==> src/rtl/core/fdrx_pkg.sv <==
`timescale 1ns / 1ps
// ----------------------------------------------------------------------------
// fdrx_pkg
// Types, codes and sizes shared by the framed byte receive FIFO.
// ----------------------------------------------------------------------------
package fdrx_pkg;

	localparam int FIFO_DEPTH = 64;
	localparam int IDX_W      = (FIFO_DEPTH > 1) ? $clog2(FIFO_DEPTH) : 1;
	localparam int CNT_W      = IDX_W + 1;
	localparam int WAIT_W     = 6;

	// command codes
	localparam logic [1:0] CMD_BYTE = 2'd0;
	localparam logic [1:0] CMD_DEQ  = 2'd1;
	localparam logic [1:0] CMD_CLR  = 2'd2;

	// deframer states; 1..0xFB count payload bytes left
	localparam logic [7:0] START_BYTE = 8'hBF;
	localparam logic [7:0] ST_HUNT    = 8'hFF;
	localparam logic [7:0] ST_LINK    = 8'hFE;
	localparam logic [7:0] ST_FLAGS   = 8'hFD;
	localparam logic [7:0] ST_LENGTH  = 8'hFC;
	localparam logic [7:0] ST_TRAILER = 8'h00;

	typedef struct packed {
		logic [1:0] cmd;
		logic [7:0] line_byte;
	} in_item_t;

	typedef struct packed {
		logic [7:0]        read_byte;
		logic              read_valid;
		logic [WAIT_W-1:0] bytes_waiting;
	} out_item_t;

	typedef struct packed {
		logic       push;
		logic       pop;
		logic       clear;
		logic [7:0] wdata;
	} ring_ctl_t;

	typedef struct packed {
		logic              pop_ok;
		logic [WAIT_W-1:0] count_next;
	} ring_sts_t;

endpackage

==> src/rtl/core/framed_byte_receive_fifo.sv <==
`timescale 1ns / 1ps
// ----------------------------------------------------------------------------
// framed_byte_receive_fifo
// Receive FIFO for serial line bytes with an optional frame stripper.
// ----------------------------------------------------------------------------
// Usage:
//   Command channel: drive item (cmd, line_byte) with start high; the
//   transaction is taken at a clock edge where busy is low. cmd selects
//   store a line byte, dequeue one byte, or clear the FIFO.
//   Result channel: done pulses for one cycle, in the cycle after each
//   accepted command, with read_byte, read_valid and bytes_waiting.
//   busy stays low: a command may be issued every cycle. read_byte comes
//   from the registered read port of the byte store.
//   The receiver cannot stall; each result is on the ports for one cycle.
//   cfg_we/cfg_wdata set framed mode; write it only while no command is
//   pending. In framed mode header and trailer bytes are stripped.
//   Usable capacity is FIFO_DEPTH - 1 bytes; extra bytes are dropped.
//   Reset: FIFO empty, unframed mode, deframer hunting for the start byte.
//   Store contents are not cleared and need no clearing pass.
// ----------------------------------------------------------------------------
module framed_byte_receive_fifo (
	input  logic                clk,
	input  logic                arst_n,
	input  logic                start,
	output logic                busy,
	input  fdrx_pkg::in_item_t  item,
	output logic                done,
	output fdrx_pkg::out_item_t result,
	input  logic                cfg_we,
	input  logic                cfg_wdata
);
	import fdrx_pkg::*;

	logic              accept, is_byte, dfr_take;
	logic              framed_q, done_q, valid_q;
	logic [WAIT_W-1:0] count_q;
	logic [7:0]        rdata_s1;
	ring_ctl_t         ctl;
	ring_sts_t         sts;

	assign busy    = 1'b0;
	assign accept  = start && !busy;
	assign is_byte = accept && (item.cmd == CMD_BYTE);

	fdrx_deframer u_dfr (
		.clk       (clk),
		.arst_n    (arst_n),
		.en        (is_byte && framed_q),
		.line_byte (item.line_byte),
		.take      (dfr_take)
	);

	assign ctl.push  = is_byte && (!framed_q || dfr_take);
	assign ctl.pop   = accept && (item.cmd == CMD_DEQ);
	assign ctl.clear = accept && (item.cmd == CMD_CLR);
	assign ctl.wdata = item.line_byte;

	fdrx_ring u_ring (
		.clk      (clk),
		.arst_n   (arst_n),
		.ctl      (ctl),
		.sts      (sts),
		.rdata_s1 (rdata_s1)
	);

	always_ff @(posedge clk or negedge arst_n) begin
		if (!arst_n) begin
			framed_q <= 1'b0;
			done_q   <= 1'b0;
			valid_q  <= 1'b0;
		end else begin
			if (cfg_we) framed_q <= cfg_wdata;
			done_q  <= accept;
			valid_q <= sts.pop_ok;
		end
	end

	always_ff @(posedge clk) begin
		if (accept) count_q <= sts.count_next;
	end

	assign done                 = done_q;
	assign result.read_byte     = valid_q ? rdata_s1 : 8'd0;
	assign result.read_valid    = valid_q;
	assign result.bytes_waiting = count_q;

endmodule

==> src/rtl/core/fdrx_deframer.sv <==
`timescale 1ns / 1ps
// ----------------------------------------------------------------------------
// fdrx_deframer
// Frame header/trailer stripper. Tracks the frame position and flags the
// bytes that belong to the payload.
// ----------------------------------------------------------------------------
module fdrx_deframer (
	input  logic       clk,
	input  logic       arst_n,
	input  logic       en,
	input  logic [7:0] line_byte,
	output logic       take
);
	import fdrx_pkg::*;

	logic [7:0] frame_q;
	logic [7:0] frame_d;

	always_comb begin
		frame_d = frame_q;
		take    = 1'b0;
		unique case (frame_q)
			ST_HUNT: begin
				if (line_byte == START_BYTE) frame_d = ST_LINK;
			end
			ST_LINK:    frame_d = ST_FLAGS;
			ST_FLAGS:   frame_d = ST_LENGTH;
			ST_LENGTH:  frame_d = line_byte;
			ST_TRAILER: frame_d = ST_HUNT;
			default: begin
				frame_d = frame_q - 8'd1;
				take    = 1'b1;
			end
		endcase
	end

	always_ff @(posedge clk or negedge arst_n) begin
		if (!arst_n) begin
			frame_q <= ST_HUNT;
		end else if (en) begin
			frame_q <= frame_d;
		end
	end

endmodule

==> src/rtl/core/fdrx_ring.sv <==
`timescale 1ns / 1ps
// ----------------------------------------------------------------------------
// fdrx_ring
// Ring buffer: byte store with registered read, write/read indices and the
// fill count after each transaction.
// ----------------------------------------------------------------------------
module fdrx_ring (
	input  logic                 clk,
	input  logic                 arst_n,
	input  fdrx_pkg::ring_ctl_t  ctl,
	output fdrx_pkg::ring_sts_t  sts,
	output logic [7:0]           rdata_s1
);
	import fdrx_pkg::*;

	localparam logic [IDX_W-1:0] LAST_IDX = IDX_W'(FIFO_DEPTH - 1);

	logic [7:0]       mem [FIFO_DEPTH];
	logic [IDX_W-1:0] wr_q, rd_q;
	logic [IDX_W-1:0] wr_inc, rd_inc, wr_d, rd_d;
	logic             full, empty, do_push, do_pop;
	logic [CNT_W-1:0] cnt;

	assign wr_inc  = (wr_q == LAST_IDX) ? '0 : wr_q + 1'b1;
	assign rd_inc  = (rd_q == LAST_IDX) ? '0 : rd_q + 1'b1;
	assign full    = (wr_inc == rd_q);
	assign empty   = (wr_q == rd_q);
	assign do_push = ctl.push && !full;
	assign do_pop  = ctl.pop && !empty;

	always_comb begin
		wr_d = wr_q;
		rd_d = rd_q;
		if (ctl.clear) begin
			wr_d = '0;
			rd_d = '0;
		end else begin
			if (do_push) wr_d = wr_inc;
			if (do_pop)  rd_d = rd_inc;
		end
	end

	always_comb begin
		if (wr_d >= rd_d) cnt = CNT_W'(wr_d) - CNT_W'(rd_d);
		else              cnt = CNT_W'(FIFO_DEPTH) + CNT_W'(wr_d) - CNT_W'(rd_d);
	end

	assign sts.pop_ok     = do_pop;
	assign sts.count_next = WAIT_W'(cnt);

	always_ff @(posedge clk or negedge arst_n) begin
		if (!arst_n) begin
			wr_q <= '0;
			rd_q <= '0;
		end else begin
			wr_q <= wr_d;
			rd_q <= rd_d;
		end
	end

	// entries are written before they can be read, so no bypass is needed
	always_ff @(posedge clk) begin
		if (do_push) mem[wr_q] <= ctl.wdata;
		rdata_s1 <= mem[rd_q];
	end

endmodule

==> config.mk <==
export PLATFORM = sky130hd
export DESIGN_NAME = framed_byte_receive_fifo
export DESIGN_NICKNAME = d
export VERILOG_FILES = /design/src/rtl/core/fdrx_pkg.sv /design/src/rtl/core/framed_byte_receive_fifo.sv /design/src/rtl/core/fdrx_deframer.sv /design/src/rtl/core/fdrx_ring.sv
export SDC_FILE = /design/constraint.sdc
export NUM_CORES = 1
export LEC_CHECK = 0
export BUFFER_PORTS_ARGS = -buffer_cell sky130_fd_sc_hd__buf_2
export CAP_MARGIN = 40
export CORE_UTILIZATION = 55
export CTS_BUF_LIST = sky130_fd_sc_hd__clkbuf_2
export DETAILED_ROUTE_END_ITERATION = 10
export PLACE_DENSITY_LB_ADDON = 0.1
export SYNTH_ARGS = -nofsm -noshare
export SYNTH_HDL_FRONTEND = slang
export SYNTH_HIERARCHICAL = 1
export SYNTH_SLANG_ARGS = --single-unit
==> constraint.sdc <==
create_clock -name clk -period 10.09 [get_ports clk]
set_input_delay 0.5045 -clock clk [delete_from_list [all_inputs] [get_ports clk]]
set_output_delay 0.5045 -clock clk [all_outputs]
set_load 0.05 [all_outputs]
=== Word level (Yosys, flattened, before mapping) ===
Memory sizes are Yosys's and may differ from the RTL's. A register that Yosys moved wholly into a read port is not among the register bits.
Cells that the tools add are included.

* Bits in registers: 29
* Bits in writable memories: 512
* Input port bits: 15
* Word-level logic and storage cells: 55
* Memories kept: 1

{| class="wikitable"
|+ Memory list
! name !! depth !! width !! rd ports !! clocked after Yosys merged registers in !! write ports !! line !! text
|-
| u_ring.mem || 64 || 8 || 1 || 1 || 1 || fdrx_ring.sv:18 || <nowiki>logic [7:0] mem [FIFO_DEPTH];</nowiki>
|}

* $add $sub $neg: 6
* Order comparisons: 1
* Equal/unequal tests: 12
* Muxes and demuxes: 13
* Reductions and logical operators: 15

{| class="wikitable"
|+ Operators by type and width
! kind !! count
|-
| 6-bit two-way mux || 7
|-
| 8-bit equality test, second input constant || 5
|-
| 8-bit case mux with 5 select lines || 1
|-
| 8-bit two-way mux || 2
|-
| 6-bit by 1-bit adder with 6-bit output, second input constant || 2
|-
| 6-bit equality test || 2
|-
| 6-bit equality test, second input constant || 2
|-
| 6-bit subtractor || 2
|-
| 8-bit logical NOT || 1
|-
| 8-bit by 1-bit subtractor with 8-bit output, second input constant || 1
|-
| 1-bit logical AND || 7
|-
| 1-bit by 6-bit adder with 6-bit output, first input constant || 1
|-
| 6-bit >= comparator || 1
|-
| 5-bit OR reduction || 1
|-
| 1-bit logical NOT || 3
|-
| 1-bit two-way mux || 3
|-
| 2-bit by 1-bit equality test with 1-bit output, second input constant || 1
|-
| 2-bit equality test, second input constant || 1
|-
| 2-bit logical NOT || 1
|-
| 2-bit by 1-bit != test with 1-bit output, second input constant || 1
|-
| 2-bit AND reduction || 1
|-
| 1-bit logical OR || 1
|}

=== Logic depth before layout (Yosys ltp) ===
Gate-level depths: netlist (run 1).

* Depth in word-level cells: 11
* Depth in mapped cells: 19
* Mapped depth without buffers: 17

=== By module ===
Netlist (run 1), hierarchy kept.

{| class="wikitable"
|+ By module, submodules not included
! module !! instances !! cells each !! area an instance (um^2) !! sequential area each (um^2)
|-
| fdrx_ring || 1 || 1016 || 21254.1 || 15835.2
|-
| fdrx_deframer || 1 || 88 || 817.0 || 210.2
|-
| framed_byte_receive_fifo || 1 || 26 || 386.6 || 255.2
|}

=== Worst setup path before layout (run 1) ===
No wires, ideal clock.

* Kind: register to register
* From: reg u_dfr.frame_q[0]
* To: reg count_q[5] (data pin)
* Setup time: 260 ps
* Data arrival time: 3554 ps
* Setup slack: 6276 ps
* Stages on the path, launching flop included: 19
* Period minus slack after synthesis: 3814 ps
* Cell sequence: dfstp_2 -> inv_1 -> ha_1 -> buf_6 -> nor4_4 -> nor3_4 -> nor2_1 -> nor2b_1 -> nor4b_2 -> nand2_4 -> or2_1 -> buf_6 -> mux2_2 -> nor2_2 -> ha_1 -> inv_1 -> o21bai_1 -> a21oi_1 -> xor2_1

{| class="wikitable"
|+ RTL lines
! what !! line !! text
|-
| start, declared || fdrx_deframer.sv:16 || <nowiki>logic [7:0] frame_q;</nowiki>
|-
| start signal, assigned || fdrx_deframer.sv:41 || <nowiki>frame_q <= frame_d;</nowiki>
|-
| end signal, assigned || framed_byte_receive_fifo.sv:79 || <nowiki>if (accept) count_q <= sts.count_next;</nowiki>
|-
| end, declared || framed_byte_receive_fifo.sv:36 || <nowiki>logic [WAIT_W-1:0] count_q;</nowiki>
|}

==> out/qor.csv, run 1 <==
stage,metric,value,unit
run_status,status,"complete, no violations",
logic_synthesis,number of flops mapped to enable cells by yosys,518,
logic_synthesis,top_reg_cell synth,edfxtp_1,
routing,initial DRC count,871,
power_and_ir_drop,Worst VDD drop,147,uV
timing,final hold violations,0,
flow_run,max_cap viols,0,
layout,share of cells above drive strength 1,34.0,%
timing,Slew @ Worst Pin,940,ps
floorplanning,Vert. Die Dim,204,microns
floorplanning,die width,204,microns
timing,clock skew,66.8,ps
setup_path,CP Buf/Inv Count,3,
timing,RSZ-0062 raised after global routing,false,
clock_tree,"Clk Latency, worst-skew pair",1040,ps
layout,final core occ,61.6,%
clock_tree,clock buffers created by TritonCTS,137,
clock_tree,CTS root buf,clkbuf_2,
placement,dpl cell area,23200,sq um
clock_tree,postcts setup bufs,0,
global_route,initial antenna violation count,1,
global_route,largest net degree at the start of global routing,93,
logic_synthesis,most numerous cell in the Yosys netlist,edfxtp_1,
logic_synthesis,post-synth top area cell,edfxtp_1,
logic_synthesis,Syn Inst Count,1130,
layout,Final nets,1295,
clock_tree,TritonCTS Sinks,549,
logic_synthesis,Yosys Warn Count,6,
logic_synthesis,Synth Area in Compound Gates,3.42,%
timing,Max Clock Freq,198,MHz
placement,GPL Wtd Cong,0.864,
routing,via/cell ratio,6.13,
floorplanning,Die Area,41600,sq um
clock_tree,Post-CTS Hold Fix Bufs,11,
logic_synthesis,post-synthesis area per instance,19.9,sq um
placement,Post-Place Setup Slack,5500,ps
setup_path,Crit Path Class,reg2reg,
setup_path,CP top delay family,simple AND/OR/NAND/NOR gates,
logic_synthesis,top cell type's share of synthesized area,69.3,%
timing,post-route clock period utilization,50.1,%
floorplanning,Initial Util,56.1,%
timing,setup TNS,0,ps
power_and_ir_drop,leakage power,7.96,nW
global_route,vias in the first global route,11876,
min_path,Hold Crit Class,in2reg,
timing,max-slew violations,0,
placement,Port-buffer cells,30,
clock_tree,CTS H-Tree Depth,4,
min_path,Hold Startpoint,item[0],
clock_tree,Worst-path clk slew,110,ps
logic_synthesis,synthesized flop and latch total,549,
layout,Synth-to-Final Area Change,9.69,%
routing,DRC Markers,0,
global_route,grt ovf,0,
setup_path,max incr delay on CP,720,ps
logic_synthesis,synth top area cells,"edfxtp_1 69%, mux4_2 14%, dfrtp_1 1.7%",
routing,DRT Pass-1 Iters,5,
logic_synthesis,sequential fraction of the synthesis area,72.6,%
timing,fin crit period,5050,ps
setup_path,Critical Path Start Type,flop,
layout,Non-Filler Instances,1901,
logic_synthesis,Adder-Cell Fraction of Synth Area,0.702,%
power_and_ir_drop,Pwr per Cell Area,225,nW/um^2
placement,post-DP HPWL,29.4,mm
clock_tree,clk buf depth,3,
setup_path,crit-path cells,inv_1 -> ha_1 -> nor4_4 -> nor3_4 -> nor2_1 -> nor2b_1 -> nor4b_2 -> dlygate4sd3_1 -> nand2_4 -> or2_1 -> mux2_2 -> nor2_2 -> ha_1 -> inv_1 -> o21bai_1 -> a21oi_1 -> xor2_1,
timing,slack of the critical path,5040,ps
global_route,gr usage total,25.3,%
routing,wire length per cell,26.4,microns
logic_synthesis,Mapped Area,22500,sq um
logic_synthesis,post-synthesis mux area share,16.2,%
clock_tree,CTS tree,done,
setup_path,CP endpoint kind,flop,
power_and_ir_drop,final total power,5.55,mW
setup_path,Critical Path RT,10890,ps
layout,post-route cell area,24600,sq um
setup_path,Crit Reg-Reg Startpoint,u_dfr/frame_q[0]$_DFFE_PN1P_,
setup_path,CP startpoint,u_dfr/frame_q[0]$_DFFE_PN1P_,
setup_path,crit path DAT,5850,ps
logic_synthesis,main combinational cell family by area after synthesis,multiplexers,
routing,via count,11646,
logic_synthesis,count of cell types in the netlist,90,
logic_synthesis,simple-gate share of the synthesized area,4.49,%
logic_synthesis,ys async rst share,4.19,%
placement,Post-Place Cells,1643,
floorplanning,num ports,32,
logic_synthesis,Mapped Nets,1157,
timing,hold_ws,118,ps
timing,slew margin rel.,37.1,%
setup_path,Crit-path slowest cell,dlygate4sd3_1,
floorplanning,Site Rows,73,
routing,WL final,50.2,mm
logic_synthesis,Post-Synth XOR/XNOR Area,0.663,%
logic_synthesis,commonest cells in the synthesized netlist,"518 x edfxtp_1, 144 x mux4_2, 72 x nor2_1",
clock_tree,post-CTS sizing,0,
floorplanning,core area,40000,sq um
setup_path,maximum fanout along the worst path,10,
timing,final setup fails,0,
routing,Post-DRT Antenna Nets,0,
global_route,first-pass GRT wire length,75.2,mm
-- worst reg2reg max path, stage by stage, from the launching register on --
cell and delay, ps:
dfstp_2 600, inv_1 90, ha_1 330, nor4_4 410
nor3_4 100, nor2_1 210, nor2b_1 90, nor4b_2 450
dlygate4sd3_1 730, nand2_4 110, or2_1 520, mux2_2 410
nor2_2 130, ha_1 280, inv_1 70, o21bai_1 60
a21oi_1 180, xor2_1 90
-- routing by layer --
layer	global-route usage, %	vias to the layer above	part of all wire (%)
li1	-	5039	-
met1	34.6	6069	42
met2	39.6	454	49
met3	6.22	84	6.8
met4	9.91	0	2.5
met5	0	-	0
-- registers in the layout (all words and copies together), names as in the netlist --
signal	cells
valid_q	1
u_ring/rdata_s1	8
done	1
u_ring/mem	512
framed_q	1
u_dfr/frame_q	8
u_ring/wr_q	6
count_q	6
u_ring/rd_q	6
-- final cells by class --
cell class                 instances  area [sq um]
fill                            2918         15400
tap                              525           657
antenna                            1          2.50
multi-input combinational        496          5730
sequential                       549         16300
clock inverter                    46           334
inverter                          19          71.3
clock buffer                     200          1000
timing repair buffer              65           524
-- cells by family (layout without fill, tap and decap cells) --
family	count (synthesis)	in the layout
and+or+nand+nor	178	178
buffers and inverters	85	330
muxes	183	183
AOI/OAI and AO/OA	105	105
xor gates and xnor gates	17	17
other	1	2
DFF	549	549
adders and majority gates	12	12
-- power breakdown --
group | switching (mW) | internal [mW]
clock | 0.878 | 0.664
combinational | 0.708 | 0.638
sequential | 0.101 | 2.56
total | 1.69 | 3.86
-- path summary, 6_finish.rpt --
| kind | endpoint | slack (ps) | depth (start not counted) |
|---|---|---|---|
| hold reg to reg | u_dfr/frame_q[7]$_DFFE_PN1P_ | 530 | 2 |
| setup / recovery | count_q[5]$_DFFE_PP_ | 5040 | 17 |
| max in group asynchronous | u_ring/rd_q[2]$_DFF_PN0_ | 8290 | 4 |
| setup reg to reg | count_q[5]$_DFFE_PP_ | 5040 | 17 |
| hold / removal | u_ring/mem[12][0]$_DFFE_PP_ | 120 | 2 |
| min in group asynchronous | u_dfr/frame_q[7]$_DFFE_PN1P_ | 610 | 3 |
-- layout by cell type, fill, tap and decap left out, types with 5 or more instances in the layout --
cell,instances
ha_1,11
a22oi_1,10
dfstp_2,8
edfxtp_1,518
inv_1,19
a21oi_1,19
nand2_1,23
dfxtp_1,8
mux2_2,10
mux2i_1,29
xnor2_1,12
o221ai_1,5
nor2b_1,5
nand4_1,8
dlygate4sd3_1,11
dfrtp_1,12
nor3_1,5
buf_4,17
xor2_1,5
clkinv_1,26
mux4_2,144
bufinv_16,5
o21ai_0,19
clkinv_2,7
and2_1,9
buf_2,30
a221oi_1,9
nand3_1,7
nor2_1,72
clkbuf_2,200
No activity file was read; power rests on OpenSTA's default activity.
==> run 2: changes to the inputs <==
==> constraint.sdc (replaced) <==
create_clock -name clk -period 4.33 [get_ports clk]
set_input_delay 0.2165 -clock clk [delete_from_list [all_inputs] [get_ports clk]]
set_output_delay 0.2165 -clock clk [all_outputs]
set_load 0.05 [all_outputs]
==> run 2 against run 1 <==
Effect of this change:
- clock-buffer cell count shrank 7
- first-iteration DRC count grew 13%
- critical path depth is the same
- clock power grew 110%
- core utilization grew 1.3 points
- fmax grew 26%
- largest power group unchanged
- via count grew 1.9%
- design area grew 2.1%
- non-clock buffer count grew 96
- combinational power grew 150%
- routed wire length grew 0.69%
- worst hold slack gained 24 ps
- critical path type unchanged
- highest routed layer unchanged
==> out/qor.csv, run 2 (synthesized netlist as in run 1, its figures left out) <==
stage,metric,value,unit,change
setup_path,register-to-register setup slack,310,ps,was 5040 ps
power_and_ir_drop,final total power,12.6,mW,was 5.55 mW
global_route,first-pass GRT wire length,75.7,mm,was 75.2 mm
floorplanning,Die Area,41600,sq um,unchanged
layout,footprint of the multi-input gates,5730,sq um,unchanged
global_route,initial antenna violation count,2,,was 1
timing,Max Clock Freq,249,MHz,was 198 MHz
global_route,grt ovf,0,,unchanged
placement,Port-buffer cells,30,,unchanged
setup_path,CP Buf/Inv Count,2,,was 3
floorplanning,Initial Util,56.1,%,unchanged
clock_tree,CTS H-Tree Depth,4,,unchanged
power_and_ir_drop,Worst VDD drop,319,uV,was 147 uV
placement,dpl cell area,23700,sq um,was 23200 sq um
run_status,status,"complete, no violations",,unchanged
timing,final hold violations,0,,unchanged
placement,Post-Place Cells,1723,,was 1643
clock_tree,Worst-path clk slew,100,ps,was 110 ps
layout,most frequent cells in the layout,"518 x edfxtp_1, 193 x clkbuf_2, 144 x mux4_2",,"was 518 x edfxtp_1, 200 x clkbuf_2, 144 x mux4_2"
routing,WL final,50.6,mm,was 50.2 mm
min_path,Worst Hold Depth,2,,unchanged
floorplanning,num ports,32,,unchanged
setup_path,Crit-path slowest cell,dfstp_2,,was dlygate4sd3_1
layout,Biggest register,u_ring/mem,,unchanged
setup_path,crit path DAT,4800,ps,was 5850 ps
timing,RSZ-0062 raised after global routing,false,,unchanged
setup_path,reg2reg end,count_q[5]$_DFFE_PP_,,unchanged
layout,Register Area,16300,sq um,unchanged
layout,Final nets,1389,,was 1295
routing,wire length per cell,25.5,microns,was 26.4 microns
setup_path,Critical Path Start Type,flop,,unchanged
layout,fillcell total,2947,,was 2918
timing,Slew @ Worst Pin,824,ps,was 940 ps
setup_path,max incr delay on CP,600,ps,was 720 ps
layout,share of cells above drive strength 1,36.7,%,was 34.0%
timing,setup TNS,0,ps,unchanged
min_path,Hold Crit Class,in2reg,,unchanged
clock_tree,TritonCTS Sinks,549,,unchanged
setup_path,Critical Path RT,5110,ps,was 10890 ps
floorplanning,Vert. Die Dim,204,microns,unchanged
layout,max reg flops,512,,unchanged
routing,via count,11865,,was 11646
setup_path,crit-path cells,inv_1 -> ha_1 -> nor4_4 -> nor3_4 -> nor2_1 -> nor2b_1 -> nor4b_2 -> nand2_4 -> mux2i_1 -> or2_1 -> inv_1 -> ha_1 -> a21o_1 -> a21oi_1 -> o21bai_1 -> a21oi_1 -> xor2_1,,was inv_1 -> ha_1 -> nor4_4 -> nor3_4 -> nor2_1 -> nor2b_1 -> nor4b_2 -> dlygate4sd3_1 -> nand2_4 -> or2_1 -> mux2_2 -> nor2_2 -> ha_1 -> inv_1 -> o21bai_1 -> a21oi_1 -> xor2_1
power_and_ir_drop,Pwr per Cell Area,501,nW/um^2,was 225 nW/um^2
min_path,Hold Startpoint,item[7],,was item[0]
setup_path,Crit Reg-Reg Startpoint,u_dfr/frame_q[0]$_DFFE_PN1P_,,unchanged
setup_path,Crit Path Class,reg2reg,,unchanged
floorplanning,core area,40000,sq um,unchanged
placement,post-DP HPWL,30.4,mm,was 29.4 mm
layout,Synth-to-Final Area Change,12.0,%,was 9.69%
flow_run,max_cap viols,0,,unchanged
global_route,vias in the first global route,12228,,was 11876
clock_tree,postcts setup bufs,0,,unchanged
timing,fin crit period,4020,ps,was 5050 ps
layout,post-route cell area,25100,sq um,was 24600 sq um
layout,"commonest non-fill, non-tap cell in the layout",edfxtp_1,,unchanged
clock_tree,CTS tree,done,,unchanged
clock_tree,clk buf depth,3,,unchanged
timing,slew margin rel.,45.1,%,was 37.1%
min_path,Hold EP,u_ring/mem[4][7]$_DFFE_PP_,,was u_ring/mem[12][0]$_DFFE_PP_
global_route,gr usage total,25.5,%,was 25.3%
clock_tree,CTS root buf,clkbuf_2,,unchanged
setup_path,CP top delay family,simple AND/OR/NAND/NOR gates,,unchanged
routing,Post-DRT Antenna Nets,0,,unchanged
routing,via/cell ratio,5.98,,was 6.13
timing,clock skew,74.0,ps,was 66.8 ps
setup_path,R2R cell count,17,,unchanged
placement,GPL Wtd Cong,0.895,,was 0.864
clock_tree,Post-CTS Hold Fix Bufs,26,,was 11
layout,Non-Filler Instances,1983,,was 1901
floorplanning,die width,204,microns,unchanged
global_route,largest net degree at the start of global routing,66,,was 93
timing,post-route clock period utilization,92.9,%,was 50.1%
clock_tree,clock buffers created by TritonCTS,135,,was 137
routing,DRC Markers,0,,unchanged
setup_path,maximum fanout along the worst path,10,,unchanged
routing,initial DRC count,984,,was 871
timing,hold_ws,142,ps,was 118 ps
timing,max-slew violations,0,,unchanged
power_and_ir_drop,leakage power,8.33,nW,was 7.96 nW
layout,Top Registers,"u_ring/mem x512, u_dfr/frame_q x8, u_ring/rdata_s1 x8",,unchanged
clock_tree,"Clk Latency, worst-skew pair",1050,ps,was 1040 ps
timing,final setup fails,0,,unchanged
routing,DRT Pass-1 Iters,7,,was 5
floorplanning,Site Rows,73,,unchanged
clock_tree,post-CTS sizing,0,,unchanged
setup_path,CP endpoint kind,flop,,unchanged
## run 2: cell types whose count changed in the layout (fill, tap and decap cells not counted), sizes merged
cell         delta
clkinv          -5
clkbuf          -7
buf            +81
bufinv          -4
clkinvlp        -2
dlygate4sd3    +15
inv             +4
## run 2: through the flow
stage	utilization [%]	worst slack (ps)
5_1_grt	62.9	19.3
3_5_place_dp	59.3	377
3_3_place_gp	59.3	459
6_report	62.9	307
2_1_floorplan	-	516
4_1_cts	62.8	318
## run 2: power breakdown
group | switching (mW) | internal [mW] | total (mW)
clock network | 1.95 | 1.25 | 3.20
logic | 1.82 | 1.49 | 3.31
registers | 0.108 | 5.97 | 6.07
## run 2: worst max path at each step
stage / start / end / slack (ps) / cells after the start
6_report: u_dfr/frame_q[0]$_DFFE_PN1P_ / count_q[5]$_DFFE_PP_ / 310 / 17
3_5_place_dp: u_dfr/frame_q[0]$_DFFE_PN1P_ / count_q[5]$_DFFE_PP_ / 380 / 17
2_1_floorplan: u_dfr/frame_q[0]$_DFFE_PN1P_ / count_q[5]$_DFFE_PP_ / 520 / 18
5_1_grt: u_dfr/frame_q[0]$_DFFE_PN1P_ / count_q[5]$_DFFE_PP_ / 20 / 17
3_3_place_gp: u_dfr/frame_q[0]$_DFFE_PN1P_ / count_q[5]$_DFFE_PP_ / 460 / 17
4_1_cts: u_dfr/frame_q[0]$_DFFE_PN1P_ / count_q[5]$_DFFE_PP_ / 320 / 17
## run 2: metal layers
layer | wire (microns) | part of all wire (%) | GRT usage [%]
met3 | 3240 | 6.4 | 5.52
met5 | 0 | 0 | 0
met1 | 21700 | 43 | 36.0
met2 | 24500 | 49 | 39.6
met4 | 1070 | 2.1 | 9.20
## run 2: layout make-up
class | count | share of cell area (%)
clock inverters | 39 | 0.721
flip-flops and latches | 549 | 64.9
diodes | 1 | 0.00995
multi-input cells | 496 | 22.8
inverters | 19 | 0.284
clock buffers | 193 | 3.84
well taps | 525 | 2.61
repair buffers | 161 | 4.87
==> run 3: changes to the inputs <==
--- a/config.mk
+++ b/config.mk
@@ -5,6 +5,7 @@
 export SDC_FILE = /design/constraint.sdc
 export NUM_CORES = 1
 export LEC_CHECK = 0
+export ABC_AREA = 1
 export BUFFER_PORTS_ARGS = -buffer_cell sky130_fd_sc_hd__buf_2
 export CAP_MARGIN = 40
 export CORE_UTILIZATION = 55
==> run 3 against run 2 <==
Effect of this change:
- the run now ends with DRC left
- die area grew 2.4%
- worst setup slack better by 410 ps
- power is 3.3% higher
- core utilization fell by 1.4 points
- global-route usage rose by 3.5 points
- critical path type unchanged
- critical endpoint unchanged
- largest cell class unchanged
- largest power group unchanged
==> out/qor.csv, run 3 <==
stage,metric,value,unit,change
layout,footprint of the multi-input gates,5840,sq um,was 5730 sq um
placement,GPL Wtd Cong,0.899,,was 0.895
global_route,largest net degree at the start of global routing,164,,was 66
layout,Biggest register,u_ring/mem,,unchanged
routing,Post-DRT Antenna Nets,0,,unchanged
clock_tree,clk buf depth,3,,unchanged
placement,Port-buffer cells,30,,unchanged
clock_tree,postcts setup bufs,0,,unchanged
clock_tree,TritonCTS Sinks,549,,unchanged
power_and_ir_drop,Pwr per Cell Area,516,nW/um^2,was 501 nW/um^2
timing,clock skew,58.2,ps,was 74.0 ps
layout,"commonest non-fill, non-tap cell in the layout",edfxtp_1,,unchanged
floorplanning,die width,206,microns,was 204 microns
setup_path,crit path DAT,4460,ps,was 4800 ps
layout,final core occ,61.5,%,was 62.9%
routing,via count,15964,,was 11865
global_route,gr usage total,29.0,%,was 25.5%
floorplanning,core area,41000,sq um,was 40000 sq um
layout,Synth-to-Final Area Change,9.68,%,was 12.0%
logic_synthesis,top cell type's share of synthesized area,67.6,%,was 69.3%
power_and_ir_drop,sw frac,35.6,%,was 30.8%
floorplanning,Initial Util,56.1,%,about the same
global_route,grt ovf,0,,unchanged
timing,post-route clock period utilization,83.5,%,was 92.9%
timing,RSZ-0062 raised after global routing,false,,unchanged
logic_synthesis,synth top area cells,"edfxtp_1 68%, nor2_1 6.5%, o21ai_0 6.4%",,"was edfxtp_1 69%, mux4_2 14%, dfrtp_1 1.7%"
layout,Non-Filler Instances,2711,,was 1983
power_and_ir_drop,Comb power frac,26.7,%,was 26.3%
logic_synthesis,Mapped Nets,1975,,was 1157
layout,share of cells above drive strength 1,16.9,%,was 36.7%
run_status,violated checks,DRC,,
timing,fin crit period,3620,ps,was 4020 ps
clock_tree,CTS root buf,clkbuf_2,,unchanged
routing,via/cell ratio,5.89,,was 5.98
routing,wire length per cell,22.0,microns,was 25.5 microns
setup_path,Critical Path RT,5170,ps,was 5110 ps
logic_synthesis,Yosys Warn Count,6,,unchanged
logic_synthesis,top_reg_cell synth,edfxtp_1,,unchanged
layout,most frequent cells in the layout,"518 x edfxtp_1, 397 x nor2_1, 295 x o21ai_0",,"was 518 x edfxtp_1, 193 x clkbuf_2, 144 x mux4_2"
global_route,first-pass GRT wire length,89.9,mm,was 75.7 mm
logic_synthesis,Mapped Area,23000,sq um,was 22500 sq um
routing,DRT Pass-1 Iters,10,,was 7
logic_synthesis,sequential fraction of the synthesis area,70.9,%,was 72.6%
setup_path,CP endpoint kind,flop,,unchanged
layout,Register Area,16300,sq um,about the same
power_and_ir_drop,Worst VDD drop,405,uV,was 319 uV
floorplanning,num ports,32,,unchanged
logic_synthesis,post-synthesis area per instance,11.8,sq um,was 19.9 sq um
global_route,gr busiest metal,met2,,unchanged
setup_path,Crit Reg-Reg Startpoint,u_dfr/frame_q[0]$_DFFE_PN1P_,,unchanged
clock_tree,CTS H-Tree Depth,4,,unchanged
clock_tree,Worst-path clk slew,100,ps,about the same
layout,max reg flops,512,,unchanged
global_route,GR met3 Demand/Resource,7.52,%,was 5.52%
global_route,initial antenna violation count,2,,unchanged
timing,Slew @ Worst Pin,843,ps,was 824 ps
floorplanning,Die Area,42600,sq um,was 41600 sq um
layout,Final nets,2110,,was 1389
setup_path,Crit Path Class,reg2reg,,unchanged
floorplanning,Site Rows,74,,was 73
logic_synthesis,post-synth top area cell,edfxtp_1,,unchanged
setup_path,reg2reg end,count_q[5]$_DFFE_PP_,,unchanged
clock_tree,CTS tree,done,,unchanged
routing,WL final,59.6,mm,was 50.6 mm
routing,initial DRC count,1655,,was 984
setup_path,register-to-register setup slack,710,ps,was 310 ps
setup_path,maximum fanout along the worst path,13,,was 10
global_route,vias in the first global route,15208,,was 12228
clock_tree,clock buffers created by TritonCTS,140,,was 135
setup_path,Critical Path Start Type,flop,,unchanged
min_path,Hold Crit Class,in2async,,was in2reg
logic_synthesis,number of flops mapped to enable cells by yosys,518,,unchanged
layout,Top Registers,"u_ring/mem x512, u_dfr/frame_q x8, u_ring/rdata_s1 x8",,unchanged
logic_synthesis,most numerous cell in the Yosys netlist,edfxtp_1,,unchanged
flow_run,max_cap viols,0,,unchanged
power_and_ir_drop,internal power,8.37,mW,was 8.71 mW
routing,DRC Markers,4,,was 0
clock_tree,"Clk Latency, worst-skew pair",1110,ps,was 1050 ps
power_and_ir_drop,Clk pwr share,25.5,%,was 25.4%
logic_synthesis,commonest cells in the synthesized netlist,"518 x edfxtp_1, 397 x nor2_1, 295 x o21ai_0",,"was 518 x edfxtp_1, 144 x mux4_2, 72 x nor2_1"
logic_synthesis,ys async rst share,4.19,%,unchanged
timing,setup TNS,0,ps,unchanged
power_and_ir_drop,leakage power,8.97,nW,was 8.33 nW
logic_synthesis,count of cell types in the netlist,46,,was 90
global_route,M1 GR Usage,40.8,%,was 36.0%
timing,slew margin rel.,43.6,%,was 45.1%
timing,Max Clock Freq,277,MHz,was 249 MHz
layout,fillcell total,3398,,was 2947
timing,final hold violations,0,,unchanged
floorplanning,Vert. Die Dim,206,microns,was 204 microns
power_and_ir_drop,final total power,13.0,mW,was 12.6 mW
run_status,status,"finished, violations left",,"was complete, no violations"
placement,Post-Place Cells,2448,,was 1723
timing,final setup fails,0,,unchanged
placement,post-DP HPWL,34.9,mm,was 30.4 mm
setup_path,R2R cell count,24,,was 17
power_and_ir_drop,sequential fraction of design power,47.8,%,was 48.2%
logic_synthesis,synthesized flop and latch total,549,,unchanged
logic_synthesis,Syn Inst Count,1948,,was 1130
power_and_ir_drop,P_sw,4.63,mW,was 3.88 mW
timing,max-slew violations,0,,unchanged
global_route,met2 usage,42.9,%,was 39.6%
[run 3: cell types whose count changed in the layout (fill, tap and decap cells not counted), sizes merged, moves of 11 or more]
| cell | before | now |
|---|---|---|
| a221oi | 11 | 0 |
| and2 | 11 | 0 |
| buf | 135 | 96 |
| clkbuf | 193 | 204 |
| inv | 26 | 70 |
| mux2i | 29 | 0 |
| mux4 | 144 | 0 |
| nand2 | 26 | 191 |
| nand3 | 8 | 61 |
| nand4 | 10 | 30 |
| nor2 | 74 | 404 |
| o21ai | 22 | 307 |
| o22ai | 2 | 133 |
[run 3: how the worst max path moves through the flow]
stage,start,endpoint,slack (ps),cells past startpoint
after floorplan,u_dfr/frame_q[0]$_DFFE_PN1P_,count_q[4]$_DFFE_PP_,1080,19
after global placement,u_dfr/frame_q[0]$_DFFE_PN1P_,count_q[5]$_DFFE_PP_,770,24
after detailed placement,u_dfr/frame_q[0]$_DFFE_PN1P_,count_q[4]$_DFFE_PP_,660,18
after CTS,u_dfr/frame_q[0]$_DFFE_PN1P_,count_q[4]$_DFFE_PP_,690,18
after global routing,u_dfr/frame_q[0]$_DFFE_PN1P_,count_q[5]$_DFFE_PP_,370,24
final,u_dfr/frame_q[0]$_DFFE_PN1P_,count_q[5]$_DFFE_PP_,710,24
[run 3: kinds of logic (layout without fill, tap and decap cells)]
logic type	Yosys count	in the layout	synth area share, %
AOI/OAI and AO/OA	472	472	11.1
xor gates and xnor gates	14	14	0.533
adders and majority gates	12	12	0.686
buffers and inverters	195	424	3.72
DFF	549	549	70.9
other	1	3	0.0163
and+or+nand+nor	705	705	13.0
[run 3: layout make-up]
| type | instances | share of cell area (%) |
|---|---|---|
| Clock inverter | 32 | 0.704 |
| Sequential cell | 549 | 64.7 |
| Antenna cell | 2 | 0.0198 |
| Timing Repair Buffer | 120 | 3.71 |
| Clock buffer | 204 | 4.05 |
| Multi-Input combinational cell | 1204 | 23.2 |
| Inverter | 68 | 1.06 |
| Tap cell | 532 | 2.64 |
[run 3: through the flow]
stage | hold slack [ps] | instance area, sq um | setup WS, ps
4_1_cts | 34.8 | 25200 | 689
2_1_floorplan | -79.1 | 23000 | 1080
5_1_grt | 72.2 | 25200 | 373
3_3_place_gp | 244 | 23800 | 770
6_report | 129 | 25200 | 714
3_5_place_dp | 246 | 23800 | 661
[run 3: worst max-delay path: stages, from the launching register on]
cell,delay [ps]
dfstp_2,570
inv_1,80
ha_1,270
inv_1,120
nor2_4,70
nand2_2,80
nand2_2,70
nor2_2,180
nor2_1,70
nor2_1,280
nand2_4,140
inv_4,190
o21ai_0,100
a21oi_1,200
ha_1,300
nand2_1,70
inv_1,50
nand4_1,60
nand3_1,100
nand4_1,110
nand2_1,80
inv_1,50
nand2_1,40
nand2_1,60
inv_1,40
[run 3: power by group through the flow]
stage / registers [mW] / clock network [mW] / logic, mW
6_report: 6.22 / 3.32 / 3.47
5_1_grt: 6.24 / 3.66 / 3.82
4_1_cts: 6.21 / 3.42 / 3.43
3_5_place_dp: 6.33 / 0 / 3.39
3_3_place_gp: 6.33 / 0 / 3.37
2_1_floorplan: 6.27 / 0 / 2.37
[run 3: layer usage]
layer,part of all wire [%],vias to the layer above
met2,46,740
met5,0,-
met3,9.6,87
li1,-,7371
met1,43,7766
met4,2.3,0
[run 3: repair_timing]
action / in CTS / in global routing
endpoints found under the setup margin: 0 / 0
hold buffers: 25 / 0
endpoints found under the hold margin: 576 / 0
resized for setup: 0 / 0
